<file path="src/int8_vector_distance_unit_core_macros.svh">
// Assertion macros for the int8 vector distance unit.
`ifndef INT8_VECTOR_DISTANCE_UNIT_CORE_MACROS_SVH
`define INT8_VECTOR_DISTANCE_UNIT_CORE_MACROS_SVH
`ifndef SYNTHESIS
`define IVDU_ASSERT_RST(lbl, clk, rst, prop, msg) \
  lbl: assert property (@(posedge clk) disable iff (rst) prop) else $error(msg);
`define IVDU_ASSERT(lbl, clk, prop, msg) \
  lbl: assert property (@(posedge clk) prop) else $error(msg);
`else
`define IVDU_ASSERT_RST(lbl, clk, rst, prop, msg)
`define IVDU_ASSERT(lbl, clk, prop, msg)
`endif
`endif

</file>
<file path="src/ivdu_pkg.sv">
// Shared types and constants of the int8 vector distance unit.
`timescale 1ns / 1ps
`default_nettype none
package ivdu_pkg;
  localparam int MAX_DIM = 4096;
  localparam int CNT_W   = $clog2(MAX_DIM + 1);
  localparam int DSQ_W   = 29;
  localparam int DOT_W   = 28;
  localparam int SQ_W    = 27;
  localparam int PROD_W  = 2 * SQ_W;
  localparam int MAG_W   = DOT_W;
  localparam int D2_W    = 2 * MAG_W;
  localparam int ROOT_W  = 31;
  localparam int WIDE_W  = 116;
  localparam int FRAC_W  = 60;

  localparam logic [1:0] MODE_L2 = 2'd0;
  localparam logic [1:0] MODE_IP = 2'd1;

  typedef struct packed {
    logic [1:0]              mode;
    logic [DSQ_W-1:0]        dsq;
    logic signed [DOT_W-1:0] dot;
    logic [SQ_W-1:0]         asq;
    logic [SQ_W-1:0]         bsq;
    logic                    ovf;
  } job_t;

  typedef struct packed {
    logic push;
    logic full;
  } q_wr_t;

  typedef enum logic [1:0] {ST_IDLE, ST_PREP, ST_ROOT, ST_DONE} back_state_t;
endpackage
`default_nettype wire

</file>
<file path="src/ivdu_queue.sv">
// Two-entry job queue between the front and back ends.
`timescale 1ns / 1ps
`default_nettype none
module ivdu_queue (
  input  wire logic       clk,
  input  wire logic       rst,
  input  ivdu_pkg::q_wr_t wr,
  input  ivdu_pkg::job_t  wr_job,
  output logic            full,
  output logic            empty,
  input  wire logic       pop,
  output ivdu_pkg::job_t  rd_job
);
  import ivdu_pkg::*;

  job_t       mem [2];
  logic       wp, rp;
  logic [1:0] count;
  logic       do_push, do_pop;

  assign full    = count == 2'd2;
  assign empty   = count == 2'd0;
  assign do_push = wr.push && !full;
  assign do_pop  = pop && !empty;
  assign rd_job  = mem[rp];

  always_ff @(posedge clk) begin
    if (do_push) begin
      mem[wp] <= wr_job;
    end
  end

  always_ff @(posedge clk) begin
    if (rst) begin
      wp    <= 1'b0;
      rp    <= 1'b0;
      count <= 2'd0;
    end else begin
      if (do_push) wp <= !wp;
      if (do_pop) rp <= !rp;
      count <= count + 2'(do_push) - 2'(do_pop);
    end
  end
endmodule
`default_nettype wire

</file>
<file path="config.mk">
export PLATFORM = sky130hd
export DESIGN_NAME = ivdu_queue
export DESIGN_NICKNAME = d
export VERILOG_FILES = /design/src/int8_vector_distance_unit_core_macros.svh /design/src/ivdu_pkg.sv /design/src/ivdu_queue.sv
export SDC_FILE = /design/constraint.sdc
export NUM_CORES = 1
export LEC_CHECK = 0
export BUFFER_PORTS_ARGS = -buffer_cell sky130_fd_sc_hd__buf_4
export CAP_MARGIN = 20
export CELL_PAD_IN_SITES_DETAIL_PLACEMENT = 0
export CELL_PAD_IN_SITES_GLOBAL_PLACEMENT = 2
export CORE_MARGIN = 2
export CORE_UTILIZATION = 38
export CTS_CLUSTER_SIZE = 8
export DETAILED_ROUTE_END_ITERATION = 16
export PLACE_DENSITY_LB_ADDON = 0.1
export SLEW_MARGIN = 20
export SYNTH_ARGS = -nofsm -noshare
export SYNTH_HDL_FRONTEND = slang
export SYNTH_SLANG_ARGS = --single-unit
export TNS_END_PERCENT = 30
</file>
<file path="constraint.sdc">
create_clock -name clk -period 5 [get_ports clk]
set_input_delay 0.75 -clock clk [delete_from_list [all_inputs] [get_ports clk]]
set_output_delay 0.75 -clock clk [all_outputs]
set_load 0.01 [all_outputs]
</file>
==> results.json <==
{
  "status": "complete, no violations",
  "slowest_delay_ns": 0.63,
  "arrival_ns": 2.30,
  "rsz0062_at_grt": "no",
  "drt-total-wl_um": 17600,
  "synth_warnings": 0,
  "r2r_start": "count[0]",
  "synth_edf_count": 228,
  "area_delta_synth_final_pct": 35.0,
  "worst_setup_path_end_kind": "output pin",
  "drv_slew": 0,
  "netlist_top_cells_count": "228 x edfxtp_1, 60 x mux2_4, 54 x mux2_2",
  "synthFlopType": "edfxtp_1",
  "hold_path.class": "input port to flip-flop",
  "seq_power_share_pct": 40.7,
  "slew_headroom_pct": 45.0,
  "floorplan.initialDensity_pct": 38.6,
  "syn_area_um2": 8710,
  "final_antenna_net_count": 0,
  "power.total_uw": 6390,
  "max_freq_mhz": 328,
  "drive_gt1_share_pct": 60.6,
  "setup_tns_ns": 0,
  "async_flop_share_pct": 0,
  "detail_route.vias_per_cell": 4.70,
  "intPower_uw": 4760,
  "coreArea_um2": 22600,
  "critPathSlowestCell": "dfxtp_4",
  "via_count": 4404,
  "syn_nets": 503,
  "overflow": 0,
  "placed_cells": 892,
  "switchingPower_uw": 1630,
  "portBuffers": 233,
  "yosysTopAreaCell": "edfxtp_1",
  "n_antenna_cell": 0,
  "holdWs_ns": 0.452,
  "cts_tree": "built",
  "grt_first_pass_wirelength_um": 25900,
  "ctsHoldBuffers": 0,
  "cts-resized-gates": 0,
  "remaining_drc_errors": 0,
  "layout.cells.non_filler": 937,
  "die-area_um2": 24100,
  "pwr_density_cell_nw_per_um2": 543,
  "numCtsBuffers": 35,
  "synth_top_area_share_pct": 78.6,
  "die-height_um": 155,
  "synth_seq_cells": 233,
  "yosysSeqAreaShare_pct": 79.8,
  "maxCapViolations": 0,
  "nets": 766,
  "clk_transition_reported_paths_ns": 0.05,
  "cp-start-kind": "flip-flop",
  "syn-instance-count": 382,
  "finalCritPeriodShare_pct": 61.0,
  "ys_top_cells_by_area": "edfxtp_1 79%, mux2_4 10%, mux2_2 7.0%, dfxtp_1 1.1%, buf_6 0.91%",
  "p_leak_uw": 0.00451,
  "ios": 235,
  "path_max_fanout": 40,
  "syn_avg_cell_area_um2": 22.8,
  "place.gp.congestion": 0.724,
  "min_from": "wr_job[30]",
  "wl_per_cell_um": 18.7,
  "root_buffer": "clkbuf_16",
  "final-hold-violation-count": 0,
  "cts_setup_buffers": 0,
  "fill_cells": 1874,
  "crit_type": "flip-flop to output pin",
  "p_clk_share_pct": 32.2,
  "vdd_drop_max_uv": 343,
  "p_comb_share_pct": 27.1,
  "switching_share_pct": 25.6,
  "grt_pass1_vias": 4710,
  "final.min_clock_period_ns": 3.05,
  "cts_sinks": 233,
  "tightestPinTransition_ns": 0.825,
  "fp.dieW_um": 155,
  "yosysUniqueCellTypes": 22,
  "setup_viol_count_final": 0,
  "cp_cell_sequence": "buf_16, buf_12, mux2_2, buf_4",
  "skew_ns": 0.00701,
  "dp_hpwl_um": 11300,
  "drt_iter0_drc": 152,
  "clk_path_buf_depth": 3,
  "insertion_delay_ns": 0.48,
  "dr.pass1.iters": 4,
  "yosysMostFrequentCell": "edfxtp_1",
  "grtUsageTotal_pct": 14.0,
  "antenna_found_initial": 0,
  "htreeDepth": 2,
  "rows": 55,
  "cp_data_required_time_ns": 4.25,
  "grt_max_degree": 73
}
==> placed cells by master (no fill, tap or decap), types with 2 or more instances in the layout <==
cell / instances
mux2_4: 60
nor2_1: 4
clkbuf_16: 37
edfxtp_1: 228
inv_1: 3
mux2_2: 54
dfxtp_1: 4
buf_4: 236
buf_12: 2
clkbuf_1: 6
ha_1: 2
==> logic make-up after synthesis <==
group	synth area share [%]
DFF	79.8
muxes	17.3
buffers and inverters	1.54
and+or+nand+nor	0.661
AOI/OAI and AO/OA	0.201
xor gates and xnor gates	0.201
adders and majority gates	0.287
==> final cells by class <==
type                            instances  area [um^2]  area share (%)
Sequential cell                       233         6950            59.1
Timing Repair Buffer                  239         1840            15.6
Multi-Input combinational cell        132         1630            13.9
Clock buffer                           43          948            8.07
Tap cell                              285          357            3.03
Inverter                                4         17.5           0.149
Clock inverter                          1         8.76          0.0745
==> power by group through the flow <==
stage	Combinational (uW)	Sequential (uW)	Clock, uW
detailed placement	1690	2700	0
floorplan	1040	2610	0
global route	1850	2630	2200
global placement	1690	2680	0
finish	1730	2600	2050
CTS	1700	2670	2110
==> state kept, by name (all words and copies together), names as in the netlist, named ones only <==
signal,flops
mem,228
count,2
wp,1
rp,1
==> per-stage QoR <==
step,setup WS [ns],area [um^2],utilization (%)
3_5_place_dp,2.14,10800,47.7
6_report,1.95,11800,52.1
2_1_floorplan,1.08,8710,-
3_3_place_gp,2.17,10800,47.7
4_1_cts,1.63,11700,51.9
5_1_grt,1.84,11800,52.1
==> worst paths after layout <==
check             cells past startpoint    endpoint  slack [ns]
setup / recovery                      4   rd_job[0]        1.95
hold / removal                        1  mem[0][30]        0.45
setup reg to reg                      5  mem[0][21]        2.71
hold reg to reg                       2          wp        0.49
==> worst max-delay path: cells and delay by family (launching register included) <==
kind | cells | cell delay [ns]
multiplexers | 1 | 0.37
flip-flops | 1 | 0.63
buffers and inverters | 3 | 0.76
==> per-layer routing <==
| layer | vias up | global-route usage [%] | part of all wire [%] | wire length [um] |
|---|---|---|---|---|
| met5 | - | 0 | 0 | 0 |
| met4 | 0 | 5.33 | 2.6 | 450 |
| met3 | 33 | 5.38 | 8.8 | 1550 |
| met2 | 169 | 23.2 | 49 | 8620 |
| met1 | 2171 | 16.7 | 40 | 6950 |
| li1 | 2031 | - | - | - |
Note: power is estimated with default switching activity, not from simulation.
