`src/int8_vector_distance_unit_core_macros.svh`:
```
// Assertion macros for the int8 vector distance unit.
`ifndef INT8_VECTOR_DISTANCE_UNIT_CORE_MACROS_SVH
`define INT8_VECTOR_DISTANCE_UNIT_CORE_MACROS_SVH
`ifndef SYNTHESIS
`define IVDU_ASSERT_RST(lbl, clk, rst, prop, msg) \
  lbl: assert property (@(posedge clk) disable iff (rst) prop) else $error(msg);
`define IVDU_ASSERT(lbl, clk, prop, msg) \
  lbl: assert property (@(posedge clk) prop) else $error(msg);
`else
`define IVDU_ASSERT_RST(lbl, clk, rst, prop, msg)
`define IVDU_ASSERT(lbl, clk, prop, msg)
`endif
`endif

```
`src/ivdu_pkg.sv`:
```
// Shared types and constants of the int8 vector distance unit.
`timescale 1ns / 1ps
`default_nettype none
package ivdu_pkg;
  localparam int MAX_DIM = 4096;
  localparam int CNT_W   = $clog2(MAX_DIM + 1);
  localparam int DSQ_W   = 29;
  localparam int DOT_W   = 28;
  localparam int SQ_W    = 27;
  localparam int PROD_W  = 2 * SQ_W;
  localparam int MAG_W   = DOT_W;
  localparam int D2_W    = 2 * MAG_W;
  localparam int ROOT_W  = 31;
  localparam int WIDE_W  = 116;
  localparam int FRAC_W  = 60;

  localparam logic [1:0] MODE_L2 = 2'd0;
  localparam logic [1:0] MODE_IP = 2'd1;

  typedef struct packed {
    logic [1:0]              mode;
    logic [DSQ_W-1:0]        dsq;
    logic signed [DOT_W-1:0] dot;
    logic [SQ_W-1:0]         asq;
    logic [SQ_W-1:0]         bsq;
    logic                    ovf;
  } job_t;

  typedef struct packed {
    logic push;
    logic full;
  } q_wr_t;

  typedef enum logic [1:0] {ST_IDLE, ST_PREP, ST_ROOT, ST_DONE} back_state_t;
endpackage
`default_nettype wire

```
`src/ivdu_ifs.sv`:
```
// Item channel interfaces: element pairs in, metric results out.
`timescale 1ns / 1ps
`default_nettype none
interface ivdu_pair_if;
  logic              valid;
  logic              ready;
  logic signed [7:0] a_elem;
  logic signed [7:0] b_elem;
  logic              last;
  modport source(output valid, a_elem, b_elem, last, input ready);
  modport sink(input valid, a_elem, b_elem, last, output ready);
endinterface

`default_nettype wire

```
`src/ivdu_front.sv`:
```
// Front end: accepts element pairs, accumulates the four sums, emits a job on last.
`timescale 1ns / 1ps
`default_nettype none
module ivdu_front (
  input  wire logic          clk,
  input  wire logic          rst,
  input  wire logic [1:0]    mode,
  ivdu_pair_if.sink          pair,
  output ivdu_pkg::q_wr_t    q_wr,
  input  wire logic          q_full,
  output ivdu_pkg::job_t     job
);
  import ivdu_pkg::*;

  logic [DSQ_W-1:0]        dsq, dsq_next;
  logic signed [DOT_W-1:0] dot, dot_next;
  logic [SQ_W-1:0]         asq, asq_next;
  logic [SQ_W-1:0]         bsq, bsq_next;
  logic [CNT_W-1:0]        cnt, cnt_next;
  logic                    ovf, ovf_next;
  logic                    accept, take;
  logic signed [8:0]       diff;
  logic signed [17:0]      diff_sq;
  logic signed [15:0]      ab, aa, bb;

  assign pair.ready = !q_full;
  assign accept = pair.valid && pair.ready;
  assign take   = cnt < CNT_W'(MAX_DIM);

  always_comb begin
    diff    = 9'(pair.a_elem) - 9'(pair.b_elem);
    diff_sq = diff * diff;
    ab      = pair.a_elem * pair.b_elem;
    aa      = pair.a_elem * pair.a_elem;
    bb      = pair.b_elem * pair.b_elem;
    dsq_next = dsq;
    dot_next = dot;
    asq_next = asq;
    bsq_next = bsq;
    cnt_next = cnt;
    ovf_next = ovf;
    if (take) begin
      dsq_next = dsq + DSQ_W'(diff_sq[15:0]);
      dot_next = dot + DOT_W'(ab);
      asq_next = asq + SQ_W'(aa[14:0]);
      bsq_next = bsq + SQ_W'(bb[14:0]);
      cnt_next = cnt + 1'b1;
    end else begin
      ovf_next = 1'b1;
    end
  end

  assign q_wr.push = accept && pair.last;
  assign q_wr.full = q_full;
  assign job = '{mode: mode, dsq: dsq_next, dot: dot_next, asq: asq_next,
                 bsq: bsq_next, ovf: ovf_next};

  always_ff @(posedge clk) begin
    if (rst || (accept && pair.last)) begin
      dsq <= '0;
      dot <= '0;
      asq <= '0;
      bsq <= '0;
      cnt <= '0;
      ovf <= 1'b0;
    end else if (accept) begin
      dsq <= dsq_next;
      dot <= dot_next;
      asq <= asq_next;
      bsq <= bsq_next;
      cnt <= cnt_next;
      ovf <= ovf_next;
    end
  end
endmodule
`default_nettype wire

```
`src/flat_wrapper.sv`:
```
// flat-port wrapper written by rule: the top's interface ports become plain ports
module ivdu_front_flat import ivdu_pkg::*;
  (clk, rst, mode, q_wr, q_full, job, pair_valid, pair_a_elem, pair_b_elem, pair_last, pair_ready);
  ivdu_pair_if pair_i ();
  input  wire logic clk;
  input  wire logic rst;
  input  wire logic [1:0] mode;
  output ivdu_pkg::q_wr_t q_wr;
  input  wire logic q_full;
  output ivdu_pkg::job_t job;
  input wire logic [$bits(pair_i.valid)-1:0] pair_valid;
  input wire logic [$bits(pair_i.a_elem)-1:0] pair_a_elem;
  input wire logic [$bits(pair_i.b_elem)-1:0] pair_b_elem;
  input wire logic [$bits(pair_i.last)-1:0] pair_last;
  output wire logic [$bits(pair_i.ready)-1:0] pair_ready;
  assign pair_i.valid = pair_valid;
  assign pair_i.a_elem = pair_a_elem;
  assign pair_i.b_elem = pair_b_elem;
  assign pair_i.last = pair_last;
  assign pair_ready = pair_i.ready;
  ivdu_front u_core (.clk(clk), .rst(rst), .mode(mode), .pair(pair_i), .q_wr(q_wr), .q_full(q_full), .job(job));
endmodule
```
`config.mk`:
```
export PLATFORM = sky130hd
export DESIGN_NAME = ivdu_front_flat
export DESIGN_NICKNAME = d
export VERILOG_FILES = /design/src/int8_vector_distance_unit_core_macros.svh /design/src/ivdu_pkg.sv /design/src/ivdu_ifs.sv /design/src/ivdu_front.sv /design/src/flat_wrapper.sv
export SDC_FILE = /design/constraint.sdc
export NUM_CORES = 1
export LEC_CHECK = 0
export BUFFER_PORTS_ARGS = -buffer_cell sky130_fd_sc_hd__buf_2
export CAP_MARGIN = 20
export CORE_MARGIN = 4
export CORE_UTILIZATION = 64
export DETAILED_ROUTE_END_ITERATION = 16
export PLACE_DENSITY = 0.95
export SLEW_MARGIN = 20
export SYNTH_ARGS = -nofsm -noshare
export SYNTH_HDL_FRONTEND = slang
export SYNTH_SLANG_ARGS = --single-unit
```
`constraint.sdc`:
```
create_clock -name clk -period 12.1 [get_ports clk]
set_input_delay 1.21 -clock clk [delete_from_list [all_inputs] [get_ports clk]]
set_output_delay 1.21 -clock clk [all_outputs]
set_load 0.01 [all_outputs]
```
==> run metrics <==
synth top area cells fa_1, ha_1, dfxtp_1; crit share post-route 0.915; CP max FO 11; root buffer cell clkbuf_16; diode count 0; Post-Synth XOR/XNOR Area 0.0850; Worst slew margin 0.302; critical path class input port to primary output; Hold EP u_core.bsq[0]; Filler cells ~2,100; post-synth top area share 0.262; startpoint types input port; number of synthesized flops with an enable pin 0; final setup vio count 0; largest net degree at the start of global routing 99; syn nets about 2,900; synth unique cells between 70 and 80; Least-Margin Pin Slew ~1.0 ns; flop-to-flop setup slack around 6.6 ns; Yosys warning count 0; drt drc 0; crit-path max cell delay approximately 0.60 ns; Worst Path Arrival 9.87 ns; minimum clock period between 10 and 15 ns; die width 183 µm; mean post-synth cell area between 8 and 9 µm²; Core ar. 30,000 µm²; clock sinks between 100 and 150; total gr overflow 0; main combinational cell family by area after synthesis adder cells; simple-gate share of the synthesized area 0.166; FF+latch area 2510 µm²; Gate Count Post-Synth 2,364; Resize count post-CTS 0; cts-stage hold buffer count 0; Clk pin slew, worst setup/hold paths around 0.07 ns; Critical Path Sink Type primary output; share of cells above drive strength 1 0.0955; Global Route Usage Sum 0.317; clock buffer depth 2; Vert. Die Dim about 180 µm; post-DP HPWL 39,300 µm; initial antenna violation count 0; Die Footprint roughly 34,000 µm²; slowest CP cell fa_1; number of setup buffers added after CTS 0; RSZ-0062 raised after global routing no; routed vias 17,100; fin. max-slew vios 0; Site Rows 63; post-synthesis sequential area ratio 0.127; CTS Buf Count 17; vias in the first global route 18,100; first-pass GRT wire length ~87,000 µm; First DRT Iteration DRCs 1,269; CP required about 11 ns; Starting Density 0.657; ys async rst share 0; FF-to-FF Start u_core.dot[4]; setup TNS 0 ns; CTS H-tree depth 4; post-synthesis adder-cell area fraction 0.394; DR vias/cell 6.01; area growth from synthesis to layout 7.65%; post-synthesis cell area slightly below 20,000 µm²; I/O pin total 140; CP top delay family adder cells; prevailing post-synth register cell dfxtp_1; clk_lat worst skew between 0.4 and 0.5 ns; Max Cap Viol 0; Hold Startpoint u_core.bsq[0]; R2R depth 19; PortBufs ~140; register bit count reported by yosys 125; post-DR wirelength/cell 18.3 µm; Synth area leader fa_1; Compound-Gate Fraction of Synth Area 0.123; fmax about 90 MHz; Multi-input gate area between 15,000 and 20,000 µm²; most used cell, CP inv_1; final net count approximately 2,900; final wirelength 52,100 µm; Reg2Reg Capture Point u_core.dot[22]; Hold Violations, Final 0; post-route ant nets 0; HP Class flip-flop to flip-flop; Placer Congestion roughly 0.95; Initial DRT Pass Iterations 8; Final Skew 0.0138 ns; outcome finished, final reports clean; TritonCTS clock tree done; post-synthesis mux area share 0.0139; Hold Crit Depth 2; worst path buffer plus inverter count 9
==> logic make-up after synthesis <==
group / Yosys count
XOR/XNOR: 191
multiplexers: 25
buffers and inverters: 471
adder cells (fa/ha/maj): 465
flip-flops: 125
AND/OR/NAND/NOR: 703
AO/OA/AOI/OAI: 384
==> state kept, by name (all words and copies together) (netlist names) <==
name        count
u_core.ovf      1
u_core.bsq     27
u_core.dot     28
u_core.asq     27
u_core.cnt     13
u_core.dsq     29
==> final cells by class <==
type                       count  share of cell area
timing repair buffer         145              0.0354
tap                          390              0.0230
sequential                   125               0.118
inverter                     380              0.0673
multi-input combinational   1768               0.727
clock inverter                14             0.00815
clock buffer                  18              0.0203
==> metal layers <==
layer | part of all wire | GRT usage | routed length, µm | vias up
li1 | - | - | - | 7770
met1 | 0.39 | 0.391 | 20400 | 8377
met2 | 0.47 | 0.514 | 24600 | 754
met3 | 0.099 | 0.0996 | 5140 | 177
met4 | 0.038 | 0.137 | 1990 | 0
met5 | 0 | 0 | 0 | -
==> layout by cell type, fill, tap and decap left out, types with 38 or more instances in the layout <==
cell type / count
inv_1: 372
fa_1: 257
nand2_1: 237
ha_1: 207
nor2_1: 206
buf_2: 135
a21oi_1: 125
dfxtp_1: 124
xnor2_1: 116
o21ai_0: 110
xor2_1: 75
and2_1: 45
nor3_1: 41
nand3_1: 38
==> synthesized netlist by cell type, drive strengths merged, types with 34 or more instances <==
cell type and n:
and2 45, a21oi 125, xnor2 116, xor2 75, nand2 237, a21o 34
dfxtp 125, o21ai 117, fa 258, nand3 38, nor2 208, inv 373
ha 207, nor3 43, clkbuf 79
==> worst reg2reg max path, stage by stage (launching register included) <==
cell and delay, ns:
dfxtp_1 0.35, inv_1 0.07, fa_1 0.50, fa_1 0.52
inv_1 0.04, ha_1 0.27, inv_1 0.05, fa_1 0.53
inv_1 0.04, ha_1 0.28, ha_1 0.24, fa_1 0.45
a211oi_2 0.32, o211ai_2 0.16, a2111oi_2 0.51, nor4b_2 0.15
o41a_4 0.42, a21oi_1 0.20, nor2b_1 0.09, o31ai_2 0.21
==> stage by stage <==
step	instances	worst slack (ns)	area [µm²]	hold slack, ns	util
5_1_grt	2840	0.396	21200	0.506	0.707
2_1_floorplan	2364	2.07	19700	0.429	-
4_1_cts	2840	1.12	21200	0.477	0.707
3_3_place_gp	2808	1.53	20600	0.456	0.687
6_report	2840	1.02	21200	0.476	0.707
3_5_place_dp	2808	1.17	20600	0.468	0.687
==> worst max path at each step <==
stage,depth (start not counted),slack (ns),end,start
after floorplan,37,2.07,job[111],pair_b_elem[1]
after global placement,37,1.53,job[111],pair_a_elem[0]
after detailed placement,37,1.17,job[105],pair_a_elem[0]
after CTS,37,1.12,job[105],pair_a_elem[0]
after global routing,37,0.40,job[105],pair_a_elem[0]
final,37,1.02,job[105],pair_a_elem[0]
Power is not shown: default switching activity piles up to over one toggle a cycle in this logic, so the estimate is an artifact.
