## src/int8_vector_distance_unit_core_macros.svh

```systemverilog
// Assertion macros for the int8 vector distance unit.
`ifndef INT8_VECTOR_DISTANCE_UNIT_CORE_MACROS_SVH
`define INT8_VECTOR_DISTANCE_UNIT_CORE_MACROS_SVH
`ifndef SYNTHESIS
`define IVDU_ASSERT_RST(lbl, clk, rst, prop, msg) \
  lbl: assert property (@(posedge clk) disable iff (rst) prop) else $error(msg);
`define IVDU_ASSERT(lbl, clk, prop, msg) \
  lbl: assert property (@(posedge clk) prop) else $error(msg);
`else
`define IVDU_ASSERT_RST(lbl, clk, rst, prop, msg)
`define IVDU_ASSERT(lbl, clk, prop, msg)
`endif
`endif

```

## src/ivdu_pkg.sv

```systemverilog
// Shared types and constants of the int8 vector distance unit.
`timescale 1ns / 1ps
`default_nettype none
package ivdu_pkg;
  localparam int MAX_DIM = 4096;
  localparam int CNT_W   = $clog2(MAX_DIM + 1);
  localparam int DSQ_W   = 29;
  localparam int DOT_W   = 28;
  localparam int SQ_W    = 27;
  localparam int PROD_W  = 2 * SQ_W;
  localparam int MAG_W   = DOT_W;
  localparam int D2_W    = 2 * MAG_W;
  localparam int ROOT_W  = 31;
  localparam int WIDE_W  = 116;
  localparam int FRAC_W  = 60;

  localparam logic [1:0] MODE_L2 = 2'd0;
  localparam logic [1:0] MODE_IP = 2'd1;

  typedef struct packed {
    logic [1:0]              mode;
    logic [DSQ_W-1:0]        dsq;
    logic signed [DOT_W-1:0] dot;
    logic [SQ_W-1:0]         asq;
    logic [SQ_W-1:0]         bsq;
    logic                    ovf;
  } job_t;

  typedef struct packed {
    logic push;
    logic full;
  } q_wr_t;

  typedef enum logic [1:0] {ST_IDLE, ST_PREP, ST_ROOT, ST_DONE} back_state_t;
endpackage
`default_nettype wire

```

## src/ivdu_ifs.sv

```systemverilog
// Item channel interfaces: element pairs in, metric results out.
`timescale 1ns / 1ps
`default_nettype none


interface ivdu_result_if;
  logic               valid;
  logic               ready;
  logic signed [31:0] value;
  logic               zero_norm;
  logic               too_long;
  modport source(output valid, value, zero_norm, too_long, input ready);
  modport sink(input valid, value, zero_norm, too_long, output ready);
endinterface
`default_nettype wire

```

## src/ivdu_back.sv

```systemverilog
// Back end: selects the metric and runs the bit-serial cosine root search.
`timescale 1ns / 1ps
`default_nettype none
module ivdu_back (
  input  wire logic      clk,
  input  wire logic      rst,
  input  wire logic      q_empty,
  output logic           q_pop,
  input  ivdu_pkg::job_t job_in,
  ivdu_result_if.source  result
);
  import ivdu_pkg::*;

  back_state_t        state, state_next;
  job_t               job;
  logic [PROD_W-1:0]  prod;
  logic [D2_W-1:0]    d2;
  logic [ROOT_W-1:0]  m, bitm;
  logic [WIDE_W-1:0]  m2p, x, pk, trial, rhs;
  logic               fits, cos_sel, zero_sel, load_out;
  logic [MAG_W-1:0]   mag;
  logic [ROOT_W-1:0]  m_final;
  logic signed [31:0] val, val_next;
  logic               zn, zn_next;

  assign cos_sel  = job_in.mode[1];
  assign zero_sel = (job_in.asq == '0) || (job_in.bsq == '0);
  assign mag      = job.dot[DOT_W-1] ? MAG_W'(-job.dot) : MAG_W'(job.dot);
  assign prod     = job.asq * job.bsq;

  // Trial square t^2*P is built from the running m^2*P plus the cross term and the new bit.
  assign trial   = m2p + x + pk;
  assign rhs     = {D2_W'(d2), FRAC_W'(0)};
  assign fits    = trial <= rhs;
  assign m_final = fits ? (m | bitm) : m;

  always_comb begin
    state_next = state;
    unique case (state)
      ST_IDLE: if (!q_empty) state_next = (cos_sel && !zero_sel) ? ST_PREP : ST_DONE;
      ST_PREP: state_next = ST_ROOT;
      ST_ROOT: if (bitm[0]) state_next = ST_DONE;
      ST_DONE: if (!result.valid || result.ready) state_next = ST_IDLE;
      default: state_next = ST_IDLE;
    endcase
  end

  always_comb begin
    q_pop    = (state == ST_IDLE) && !q_empty;
    load_out = (state == ST_DONE) && (!result.valid || result.ready);
    val_next = val;
    zn_next  = zn;
    if (q_pop) begin
      zn_next = cos_sel && zero_sel;
      priority if (job_in.mode == MODE_L2) val_next = 32'(job_in.dsq);
      else if (job_in.mode == MODE_IP) val_next = 32'(job_in.dot);
      else val_next = '0;
    end else if ((state == ST_ROOT) && bitm[0]) begin
      val_next = job.dot[DOT_W-1] ? -32'(m_final) : 32'(m_final);
    end
  end

  always_ff @(posedge clk) begin
    if (q_pop) job <= job_in;
    val <= val_next;
    zn  <= zn_next;
    unique case (state)
      ST_PREP: begin
        d2   <= mag * mag;
        m    <= '0;
        bitm <= ROOT_W'(1) << (ROOT_W - 1);
        m2p  <= '0;
        x    <= '0;
      end
      ST_ROOT: begin
        m    <= m_final;
        bitm <= bitm >> 1;
        if (fits) begin
          m2p <= trial;
          x   <= (x + (pk << 1)) >> 1;
        end else begin
          x <= x >> 1;
        end
      end
      default: ;
    endcase
    if (state == ST_PREP) pk <= WIDE_W'({prod, FRAC_W'(0)});
    else if (state == ST_ROOT) pk <= pk >> 2;
  end

  always_ff @(posedge clk) begin
    if (rst) begin
      state <= ST_IDLE;
      result.valid <= 1'b0;
    end else begin
      state <= state_next;
      if (load_out) result.valid <= 1'b1;
      else if (result.ready) result.valid <= 1'b0;
    end
  end

  always_ff @(posedge clk) begin
    if (load_out) begin
      result.value     <= val;
      result.zero_norm <= zn;
      result.too_long  <= job.ovf;
    end
  end
endmodule
`default_nettype wire

```

## src/flat_wrapper.sv

```systemverilog
// flat-port wrapper written by rule: the top's interface ports become plain ports
module ivdu_back_flat import ivdu_pkg::*;
  (clk, rst, q_empty, q_pop, job_in, result_valid, result_value, result_zero_norm, result_too_long, result_ready);
  ivdu_result_if result_i ();
  input  wire logic clk;
  input  wire logic rst;
  input  wire logic q_empty;
  output logic q_pop;
  input  ivdu_pkg::job_t job_in;
  output wire logic [$bits(result_i.valid)-1:0] result_valid;
  output wire logic [$bits(result_i.value)-1:0] result_value;
  output wire logic [$bits(result_i.zero_norm)-1:0] result_zero_norm;
  output wire logic [$bits(result_i.too_long)-1:0] result_too_long;
  input wire logic [$bits(result_i.ready)-1:0] result_ready;
  assign result_valid = result_i.valid;
  assign result_value = result_i.value;
  assign result_zero_norm = result_i.zero_norm;
  assign result_too_long = result_i.too_long;
  assign result_i.ready = result_ready;
  ivdu_back u_core (.clk(clk), .rst(rst), .q_empty(q_empty), .q_pop(q_pop), .job_in(job_in), .result(result_i));
endmodule
```

## config.mk

```make
export PLATFORM = sky130hd
export DESIGN_NAME = ivdu_back_flat
export DESIGN_NICKNAME = d
export VERILOG_FILES = /design/src/int8_vector_distance_unit_core_macros.svh /design/src/ivdu_pkg.sv /design/src/ivdu_ifs.sv /design/src/ivdu_back.sv /design/src/flat_wrapper.sv
export SDC_FILE = /design/constraint.sdc
export NUM_CORES = 2
export LEC_CHECK = 0
export ABC_AREA = 1
export BUFFER_PORTS_ARGS = -buffer_cell sky130_fd_sc_hd__buf_2
export CAP_MARGIN = 20
export CORE_UTILIZATION = 65
export DETAILED_ROUTE_END_ITERATION = 16
export PLACE_DENSITY = 0.93
export SYNTH_ARGS = -nofsm -noshare
export SYNTH_HDL_FRONTEND = slang
export SYNTH_SLANG_ARGS = --single-unit
```

## constraint.sdc

```tcl
create_clock -name clk -period 23.2 [get_ports clk]
set_input_delay 4.64 -clock clk [delete_from_list [all_inputs] [get_ports clk]]
set_output_delay 4.64 -clock clk [all_outputs]
set_load 0.05 [all_outputs]
```

==> impl_summary.log <==
[metrics] proportion of layout cells with a drive suffix above 1: 4.51%
[metrics] Critical Path AT: 11.46 ns
[metrics] total CTS buffers: 73
[metrics] Mapped Cells: 10900
[metrics] total vias in the final route: 77000
[metrics] Critical Path Source Type: flop
[metrics] number of antenna violations at the first check in global routing: 3
[metrics] area of combinational cells with multiple inputs: 0.0610 mm²
[metrics] number of max-slew violations in the final report: 0
[metrics] Unique masters post-synth: 69
[metrics] Chip Width: 374 µm
[metrics] Seq. cell area: 0.0178 mm²
[metrics] largest incremental delay on the critical path: 0.97 ns
[metrics] fraction of the cycle the final worst path needs: 47.9%
[metrics] unrepaired setup endpoints after global routing: no
[metrics] global-route wire length before repair: 440000 µm
[metrics] buffers and inverters on the worst path: 8
[metrics] number of enable flip-flop cells after synthesis: 552
[metrics] measured slew at the worst slew-check pin: 1.20 ns
[metrics] Die Height: 374 µm
[metrics] FFs w/ async S/R, synth: 0%
[metrics] maximum net fanout on the critical path: 72
[metrics] most common cell type on the critical path: sky130_fd_sc_hd__nand2_1
[metrics] GRT Overall Usage: 40.7%
[metrics] FF-to-FF path depth: 38
[metrics] clock tree skew after final layout: 0.0539 ns
[metrics] number of optimization iterations in the first detailed-route pass: 9
[metrics] WL final: 282000 µm
[metrics] hold-fix buffer count after cts: 0
[metrics] Slowest-stage cell, CP: sky130_fd_sc_hd__nor4_1
[metrics] Layout Nets: 13100
[metrics] core region area: 0.136 mm²
[metrics] number of nets still failing antenna checks after routing: 0
[metrics] Seq cells post-synth: 615
[metrics] IO buf count: 153
[metrics] effective utilization at floorplan: 65.9%
[metrics] total number of H-tree levels: 3
[metrics] post-synthesis sequential area ratio: 19.9%
[metrics] max-cap violations: 0
[metrics] CTS tree: yes
[metrics] Post-DP HPWL: 225000 µm
[metrics] detailed-route DRC error count: 0
[metrics] class of the most critical hold timing path: reg -> reg
[metrics] Crit path depth: 38
[metrics] Fillers: 10200
[metrics] Clock Latency Late Sink: 0.72 ns
[metrics] post-cts resize count: 0
[metrics] final setup TNS: 0 ns
[metrics] Detailed Route Iter0 Violations: 9190
[metrics] mean post-synth cell area: 8.20 µm²
[metrics] predominant post-synthesis flop cell: sky130_fd_sc_hd__edfxtp_1
[metrics] area overhead of the layout relative to synthesis: 5.92%
[metrics] Total Die Area: 0.140 mm²
[metrics] total number of clock tree sinks: 615
[metrics] CP endpoint kind: flop
[metrics] Clock Root Buffer: sky130_fd_sc_hd__clkbuf_16
[metrics] final period demand of the worst path: 11.12 ns
[metrics] Top delay family on crit path: simple AND/OR/NAND/NOR gates
[metrics] post-CTS setup-driven buffer insertion count: 0
[metrics] routed length per placed instance: 22.0 µm
[metrics] vias in the first global route: 80500
[metrics] peak clock frequency supported by timing: 90.0 MHz
[metrics] GRT overflow: 0
[metrics] number of setup violations in the final report: 0
[metrics] clock transition time at the flip-flop clock pins of the worst setup and hold paths: 0.07 ns
[metrics] final RePlAce weighted congestion: 1.08
[metrics] cell depth of the worst min-delay path: 0
[metrics] result of the run: completed
[metrics] detail-routed via count per cell: 6.01
[metrics] Max Buffers Root-to-Sink: 3
[metrics] pin count of the biggest net entering global routing: 136
[metrics] Syn. warnings: 0
[metrics] classification of the worst setup path: reg -> reg
[metrics] total I/O pin count: 154
[metrics] total standard cell area after synthesis: 0.0897 mm²
[metrics] final hold violations: 0
[metrics] tightest slew margin relative to the limit: 19.0%
[metrics] Req. time, crit path: 23.55 ns
[metrics] number of placement rows: 135
layout make-up:
type	count	share of cell area, %
diodes	2	0.00527
clock buffers	87	2.01
clock inverters	48	0.816
inverters	2580	10.2
multi-input cells	7438	64.2
flip-flops and latches	615	18.8
well taps	1781	2.34
repair buffers	261	1.67
metrics by stage:
stage | instances | cell area [µm²] | hold WS (ns) | setup WS (ns) | util, %
after floorplan | 11000 | 89800 | 0.400 | 9.61 | -
after global placement | 12700 | 92300 | 0.401 | 12.89 | 67.8
after detailed placement | 12700 | 92300 | 0.405 | 12.57 | 67.8
after CTS | 12800 | 95000 | 0.414 | 12.48 | 69.8
after global routing | 12800 | 95000 | 0.424 | 11.90 | 69.8
final | 12800 | 95000 | 0.415 | 12.08 | 69.8
worst register-to-register path: cells and delay by family, from the launching register on:
kind / cells / cell delay, ns
fa+ha+maj: 4 / 1.72
flops: 1 / 0.43
simple gates: 18 / 3.71
xor+xnor: 1 / 0.32
compound gates: 7 / 2.18
buf+inv: 8 / 2.26
synthesized netlist by cell type, drive strengths merged, types with 2 or more instances:
library cell     n  area share (%)
inv           2570              11
nand2         2110             8.9
fa            1345              30
nor2          1078             4.6
a21oi          720             4.1
ha             694             9.7
edfxtp         552              18
o21ai          468             2.6
clkbuf         294             1.2
nand3          219             1.2
xor2           152             1.5
xnor2          135             1.3
a31oi          109            0.76
dfxtp           63             1.4
nand4           57            0.40
nor3            52            0.31
o21a            47            0.39
buf             39            0.28
o21bai          34            0.29
nor4            33            0.23
a21boi          23            0.19
nand3b          18            0.15
a21o            17            0.14
a22oi           16            0.13
o211ai          16            0.13
o31ai           12            0.10
a211oi          10           0.084
clkinv          10           0.042
o221ai          10           0.098
o2111ai          8           0.078
or2              8           0.056
and2             3           0.021
o221a            3           0.038
a2111oi          2           0.020
a221oi           2           0.020
a32o             2           0.022
and3             2           0.014
conb             2          0.0084
dlygate4sd1      2           0.020
worst paths after layout:
| kind | startpoint | end | slack [ns] |
|---|---|---|---|
| hold reg to reg | u_core.val[4] | u_core.result.value[4] | 0.42 |
| hold / removal | u_core.val[4] | u_core.result.value[4] | 0.42 |
| setup / recovery | u_core.x[1] | u_core.m2p[3] | 12.08 |
| setup reg to reg | u_core.x[1] | u_core.m2p[3] | 12.08 |
placed cells by master (no fill, tap or decap), types with 16 or more instances in the layout:
cell type,count
sky130_fd_sc_hd__inv_1,2554
sky130_fd_sc_hd__nand2_1,2078
sky130_fd_sc_hd__fa_1,1345
sky130_fd_sc_hd__nor2_1,1060
sky130_fd_sc_hd__a21oi_1,700
sky130_fd_sc_hd__ha_1,691
sky130_fd_sc_hd__edfxtp_1,552
sky130_fd_sc_hd__o21ai_0,435
sky130_fd_sc_hd__nand3_1,215
sky130_fd_sc_hd__buf_2,154
sky130_fd_sc_hd__xor2_1,152
sky130_fd_sc_hd__xnor2_1,135
sky130_fd_sc_hd__a31oi_1,109
sky130_fd_sc_hd__buf_4,106
sky130_fd_sc_hd__clkbuf_16,73
sky130_fd_sc_hd__dfxtp_1,63
sky130_fd_sc_hd__nand4_1,56
sky130_fd_sc_hd__o21a_1,47
sky130_fd_sc_hd__nor3_1,46
sky130_fd_sc_hd__nor4_1,33
sky130_fd_sc_hd__o21bai_1,33
sky130_fd_sc_hd__nand2_2,30
sky130_fd_sc_hd__o21ai_1,27
sky130_fd_sc_hd__conb_1,22
sky130_fd_sc_hd__a21boi_0,19
sky130_fd_sc_hd__nand3b_1,18
sky130_fd_sc_hd__clkinv_1,17
sky130_fd_sc_hd__a21o_1,17
sky130_fd_sc_hd__o211ai_1,16
sky130_fd_sc_hd__a22oi_1,16
flip-flops by register name, indices dropped and copies added (netlist names):
signal and flops:
u_core.state 2, u_core.result.value 32, u_core.bitm 31, u_core.result.valid 1
u_core.x 115, u_core.pk 114, u_core.d2 55, u_core.m 31
u_core.job 83, u_core.m2p 116, u_core.val 32, u_core.zn 1
u_core.result.too_long 1, u_core.result.zero_norm 1
metal layers:
metal	GRT usage, %	vias to the layer above	routed length, µm
li1	-	33700	-
met1	52.8	37100	105000
met2	64.5	4943	129000
met3	9.58	1251	32500
met4	19.4	6	15500
met5	0.515	-	129
cells by family (layout without fill, tap and decap cells):
group	after synthesis	count (layout)	share of synthesized area, %
AOI/OAI and AO/OA	1508	1508	9.35
other	2	24	0.00837
and+or+nand+nor	3582	3582	16.0
adders and majority gates	2039	2039	39.7
DFF	615	615	19.9
xor gates and xnor gates	287	287	2.80
buffers and inverters	2915	2976	12.3
Power is left out: the tool's default activity adds up to more than one toggle a clock period on the data nets, which glitch-free logic cannot reach.
